<file path="config.mk">
export PLATFORM = sky130hd
export DESIGN_NAME = atzr_div
export DESIGN_NICKNAME = d
export VERILOG_FILES = /design/src/hdl/atzr_pkg.sv /design/src/hdl/atzr_div.sv
export SDC_FILE = /design/constraint.sdc
export NUM_CORES = 2
export LEC_CHECK = 0
export BUFFER_PORTS_ARGS = -buffer_cell sky130_fd_sc_hd__buf_2
export CORE_MARGIN = 2
export CORE_UTILIZATION = 45
export CTS_BUF_LIST = sky130_fd_sc_hd__clkbuf_2
export DETAILED_ROUTE_END_ITERATION = 8
export RECOVER_POWER = 100
export SYNTH_ARGS = -nofsm -noshare
export SYNTH_HDL_FRONTEND = slang
export SYNTH_SLANG_ARGS = --single-unit
</file>
<file path="constraint.sdc">
create_clock -name clk -period 6.4 [get_ports clk]
set_input_delay 0.64 -clock clk [delete_from_list [all_inputs] [get_ports clk]]
set_output_delay 0.64 -clock clk [all_outputs]
set_load 0.05 [all_outputs]
</file>
<file path="src/hdl/atzr_pkg.sv">
// shared widths, stage counts and side-band types for the align-to-z rotation block
// no dependencies; imported by the square root, divider and top-level modules
`timescale 1ns / 1ps

package atzr_pkg;

	localparam int IN_W        = 16;
	localparam int MAG_W       = 16;
	localparam int SH_W        = 4;
	localparam int FRAC_BITS   = 14;
	localparam int GUARD_BITS  = 14;
	localparam int OUT_W       = FRAC_BITS + 2;
	localparam int UMAG_W      = FRAC_BITS + 1;
	localparam int SQ_W        = 2 * MAG_W;
	localparam int SUM_W       = SQ_W + 2;
	localparam int DXY_W       = SQ_W + 1;
	localparam int RAD_W       = SUM_W + 2 * GUARD_BITS;
	localparam int ROOT_W      = RAD_W / 2;
	localparam int SQRT_W      = RAD_W + 1;
	localparam int SQRT_STAGES = ROOT_W + 1;
	localparam int NUM_W       = 48;
	localparam int DEN_W       = SUM_W;
	localparam int QUO_W       = 17;
	localparam int DIV_STAGES  = QUO_W;
	localparam int ACC_W       = QUO_W + 2;

	localparam logic [UMAG_W-1:0] ONE_Q = UMAG_W'(1) << FRAC_BITS;

	typedef struct packed {
		logic [2:0]                neg;
		logic                      zero;
		logic                      ident;
		logic                      zneg;
		logic [2:0][MAG_W-1:0]     mag;
		logic [SQ_W-1:0]           sqx;
		logic [SQ_W-1:0]           sqy;
		logic [SQ_W-1:0]           pxy;
		logic [DXY_W-1:0]          dxy;
	} geo_t;

	typedef struct packed {
		logic [2:0]                neg;
		logic                      zero;
		logic                      ident;
		logic [2:0][UMAG_W-1:0]    umag;
	} unit_t;

endpackage

</file>
<file path="src/hdl/atzr_div.sv">
// pipelined restoring divider with round-half-up, one quotient bit per stage
// depends on atzr_pkg; the quotient must stay below 2^QUO_W
`timescale 1ns / 1ps

module atzr_div (
	input  logic                        clk,
	input  logic                        en,
	input  logic [atzr_pkg::NUM_W-1:0]  num,
	input  logic [atzr_pkg::DEN_W-1:0]  den,
	output logic [atzr_pkg::QUO_W-1:0]  quo
);
	import atzr_pkg::*;

	localparam int REM_W = NUM_W + 1;
	localparam int CMP_W = DEN_W + QUO_W;

	logic [REM_W-1:0] rem_s  [DIV_STAGES];
	logic [DEN_W-1:0] den_s  [DIV_STAGES];
	logic [QUO_W-1:0] quo_s  [DIV_STAGES];
	logic [REM_W-1:0] rem_in [DIV_STAGES];
	logic [DEN_W-1:0] den_in [DIV_STAGES];
	logic [QUO_W-1:0] quo_in [DIV_STAGES];

	always_comb begin
		// half the divisor added up front gives the rounding
		rem_in[0] = REM_W'(num) + REM_W'(den >> 1);
		den_in[0] = den;
		quo_in[0] = '0;
		for (int k = 1; k < DIV_STAGES; k++) begin
			rem_in[k] = rem_s[k-1];
			den_in[k] = den_s[k-1];
			quo_in[k] = quo_s[k-1];
		end
	end

	for (genvar k = 0; k < DIV_STAGES; k++) begin : g_stage
		logic [CMP_W-1:0] dsh;
		logic             take;
		assign dsh  = CMP_W'(den_in[k]) << (QUO_W - 1 - k);
		assign take = CMP_W'(rem_in[k]) >= dsh;
		always_ff @(posedge clk) begin
			if (en) begin
				rem_s[k] <= take ? REM_W'(CMP_W'(rem_in[k]) - dsh) : rem_in[k];
				den_s[k] <= den_in[k];
				quo_s[k] <= quo_in[k] | (take ? QUO_W'(1) << (QUO_W - 1 - k) : '0);
			end
		end
	end

	assign quo = quo_s[DIV_STAGES-1];

endmodule

</file>
## Yosys cells after proc, flatten, opt, wreduce, memory -nomap -nowiden

Memory sizes are Yosys's and may differ from the RTL's.
Cells that the tools add are included.

| word-level totals | value |
|---|---|
| bits of input ports | 84 |
| memory bits (writable) | 1,700 |
| memories kept | 3 |
| output and inout port bits | 17 |
| logic and storage cells | 90 |
| flip-flop bits (word level) | 0 |

| cells by class | value |
|---|---|
| multiplexer cells | 36 |
| $lt $le $gt $ge | 17 |
| bitwise operators | 16 |
| add/sub/neg operators | 18 |

Memories:

| memory | depth | width | rd ports | clocked after memory_dff | wr ports | line | RTL |
|---|---|---|---|---|---|---|---|
| rem_s | 17 | 49 | 16 | 0 | 17 | atzr_div.sv:17 | `logic [REM_W-1:0] rem_s [DIV_STAGES];` |
| den_s | 17 | 34 | 16 | 0 | 17 | atzr_div.sv:18 | `logic [DEN_W-1:0] den_s [DIV_STAGES];` |
| quo_s | 17 | 17 | 17 | 0 | 17 | atzr_div.sv:19 | `logic [QUO_W-1:0] quo_s [DIV_STAGES];` |

Operators by type and width:

| operator | count |
|---|---|
| $mux 49 | 17 |
| $sub 49x49->49 | 2 |
| $ge 49x50->1 | 1 |
| $add 48x33->49 | 1 |
| $ge 49x34->1 | 1 |
| $ge 49x35->1 | 1 |
| $ge 49x36->1 | 1 |
| $ge 49x37->1 | 1 |
| $ge 49x38->1 | 1 |
| $ge 49x39->1 | 1 |
| $ge 49x40->1 | 1 |
| $ge 49x41->1 | 1 |
| $ge 49x42->1 | 1 |
| $ge 49x43->1 | 1 |
| $ge 49x44->1 | 1 |
| $ge 49x45->1 | 1 |
| $ge 49x46->1 | 1 |
| $ge 49x47->1 | 1 |
| $ge 49x48->1 | 1 |
| $ge 49x49->1 | 1 |
| $sub 49x34->49 | 1 |
| $sub 49x35->49 | 1 |
| $sub 49x36->49 | 1 |
| $sub 49x37->49 | 1 |
| 44 further kinds | 46 |

## Longest topological paths before layout

An unclocked memory read counts as a cell.

| depth | value |
|---|---|
| depth after elaboration | 4 |
| gate-level depth with buffers | 23 |
| gate-level depth less buffers | 22 |

## Least setup slack after synthesis

OpenSTA, ideal clock, no wires.

| timing path | value |
|---|---|
| kind | input to register |
| start point | input port num[0] (netlist bit) |
| end point | memory rem_s[0][20] (netlist bit), data pin |
| required time | 6.138 ns |
| cell stages on the path | 23 |
| setup time | 0.262 ns |
| path slack | 0.420 ns |
| arrival time | 5.718 ns |
| cells stage by stage | ha_1 -> fa_1 -> a211oi_1 -> o21bai_1 -> a31oi_1 -> a21oi_1 -> a31oi_1 -> o41a_1 -> o221ai_2 -> and4_1 -> xor2_1 -> ha_1 -> nand4_1 -> nor2_1 -> nand3_1 -> nor4_1 -> nand3_1 -> or4_1 -> nor4_2 -> nand3_1 -> o41ai_4 -> buf_6 -> mux2_1 |

RTL lines:

| what | line | RTL |
|---|---|---|
| from (decl) | atzr_div.sv:8 | `input logic [atzr_pkg::NUM_W-1:0] num,` |
| to (decl) | atzr_div.sv:17 |  |

==> out/qor.yml <==
first_pass_iters: 7
drtIter0Drc: 3162
violations: "negative setup slack"
io_pins: 101
hold_slack_ns: 0.333
period_needed_ns: 6.42
tightest_slew_ns: 1.18
ys_ff_latch: 1481
max-cap-violations: 0
grt_use_total_pct: 22.0
cts_buffers: 407
syn_avg_cell_area_sq_um: 10.8
hp-class: "reg -> reg"
critPathMostFrequentCell: "dlygate4sd3_1"
start_kind: "input port"
dp_slack_ns: -0.458
die_h_um: 441
arrival_ns: 7.93
critPathBufInv: 9
fin_crit_sh_pct: 100
fillers: 17100
coreArea_sq_mm: 0.190
place.gp.congestion: 0.946
grt_max_degree: 183
power_density_mw_per_mm2: 416
final_common_cell: "edfxtp_1"
drv_slew: 0
nNetsFinal: 9364
layout_common_cells: "edfxtp_1, inv_1, nand2_1"
io_buffers: 100
maxSlewHeadroom_pct: 21.0
placement_rows: 160
hold_viol_final: 0
fmax_ghz: 0.156
cpMaxStageDelayCell: "dlygate4sd3_1"
synth_seq_area_share_pct: 51.7
finalSetupViolations: 2
wl_mm: 217
worst_skew_pair.late_latency_ns: 1.78
syn_inst: 7970
worstSetupPathType: "in -> reg"
die_x_um: 441
grt_pass1_vias: 64600
synth.distinct_cells: 99
dpl.hpwl_mm: 166
via_count: 61900
clock_sinks: 1481
power_leakage_nw: 39.1
critical_path.max_fanout: 7
start_util_pct: 45.3
outcome: "finished with violations"
grt_overflow_total: 0
drive_gt1_share_pct: 11.6
clkTransAtPathRegs_ns: 0.10
vias_per_cell: 5.41
cts_tree: "yes"
htreeDepth: 5
drc: 0
synthFlopType: "edfxtp_1"
final_core_util_pct: 50.6
antenna_found_initial: 3
antenna_left: 0
syn_area_sq_mm: 0.0860
wl_per_cell_um: 18.9
crit_family: "buffers and inverters"
critPathMaxStageDelay_ns: 0.60
die_area_sq_mm: 0.195
synth-edff-count: 1481
clockBufferDepth: 4
syn2layout_area_growth_pct: 11.7
ys_warn_count: 0
grt_pass1_wl_mm: 335
root_buffer: "clkbuf_2"
tns_ns: -0.0207
synth_fp_nets: 8681
critPathCaptureType: "flip-flop"
setup_slack_ns: -0.0185
crit_required_ns: 7.91
vdd_drop_max_mv: 0.168
async_flop_share_pct: 0
skew_ns: 0.157
-- worst reg2reg max path, stage by stage, from the launching register on --
cell	delay [ns]
edfxtp_1	0.44
inv_1	0.08
ha_1	0.23
nor2b_1	0.15
o31a_1	0.28
o41ai_1	0.69
o21ai_1	0.29
a311o_1	0.41
a31o_2	0.30
a211oi_1	0.68
o21a_2	0.28
inv_2	0.32
buf_4	0.39
mux2_2	0.29
-- cell type report --
cell class                      instances  area, sq um  area share [%]
Clock buffer                          576         2880            3.00
Sequential cell                      1481        44500            46.3
Multi-Input combinational cell       5557        38300            39.8
Inverter                              728         2730            2.84
Antenna cell                            7         17.5          0.0182
Clock inverter                        104          499           0.519
Timing Repair Buffer                  478         4090            4.26
Tap cell                             2511         3140            3.27
-- path summary, 6_finish.rpt --
path / startpoint / depth (start not counted) / to / slack [ns]
worst max-delay path: den[2] / 27 / rem_s[0][33] / -0.02
worst min register to register: quo_s[0][112] / 0 / quo_s[0][129] / 0.33
worst min-delay path: quo_s[0][112] / 0 / quo_s[0][129] / 0.33
worst max register to register: den_s[0][103] / 13 / rem_s[0][211] / 1.34
-- stage by stage --
step           instances  area (sq um)  total power, W
6_report           11400         96100          0.0400
5_1_grt            11400         96100          0.0430
4_1_cts            11400         95900          0.0402
3_5_place_dp       10500         90200          0.0334
3_3_place_gp       10500         90200          0.0332
2_1_floorplan       7970         86000          0.0284
-- cells in the mapped netlist (23+ instances only) --
| master | number | area share [%] |
|---|---|---|
| edfxtp_1 | 1481 | 52 |
| inv_1 | 726 | 3.2 |
| nand2_1 | 676 | 2.9 |
| a21oi_1 | 647 | 3.8 |
| ha_1 | 610 | 8.9 |
| o21ai_0 | 591 | 3.4 |
| nor2_1 | 471 | 2.1 |
| xnor2_1 | 335 | 3.4 |
| a21o_1 | 331 | 2.9 |
| xor2_1 | 271 | 2.8 |
| clkbuf_1 | 150 | 0.65 |
| nand3_1 | 142 | 0.83 |
| nand4_1 | 130 | 0.95 |
| nor3_1 | 105 | 0.61 |
| o21a_1 | 98 | 0.86 |
| nand2b_1 | 91 | 0.66 |
| mux2_2 | 86 | 1.1 |
| nor2b_1 | 77 | 0.56 |
| a31oi_1 | 63 | 0.46 |
| a211oi_1 | 62 | 0.54 |
| o21bai_1 | 60 | 0.52 |
| nor4_1 | 59 | 0.43 |
| and3_1 | 49 | 0.36 |
| o31ai_1 | 40 | 0.35 |
| or3_1 | 35 | 0.25 |
| and2_1 | 33 | 0.24 |
| buf_2 | 33 | 0.19 |
| o211ai_1 | 32 | 0.28 |
| mux2_1 | 29 | 0.38 |
| o31a_1 | 28 | 0.29 |
| or4_1 | 24 | 0.21 |
| nor4b_1 | 23 | 0.23 |
-- cells by family after synthesis --
kind of cell	synth area share [%]
compound gates	15.8
simple gates	11.3
mux	1.62
fa+ha+maj	9.27
buf+inv	4.18
flops	51.7
xor+xnor	6.17
-- where the power goes --
part | internal [W] | switching (W)
registers | 0.0140 | 0.00136
clock network | 0.00251 | 0.00387
logic | 0.00759 | 0.0107
total | 0.0241 | 0.0159
-- layer usage --
| metal | share of wire [%] | GRT usage [%] |
|---|---|---|
| met4 | 8.0 | 17.0 |
| met3 | 2.9 | 3.08 |
| met1 | 33 | 19.1 |
| met5 | 0 | 0 |
| met2 | 56 | 44.4 |
-- registers in the layout, indices dropped and copies added, names as in the netlist --
signal  cells
den_s     544
quo_s     153
rem_s     784
-- repair_timing --
action                                  4_1_cts  5_1_grt
hold endpoints to repair                   1565        0
hold buffers                                230        0
setup buffers                                 0       11
endpoints found under the setup margin        0        5
gates resized for setup                       0       26
(Power assumes the default switching activity.)
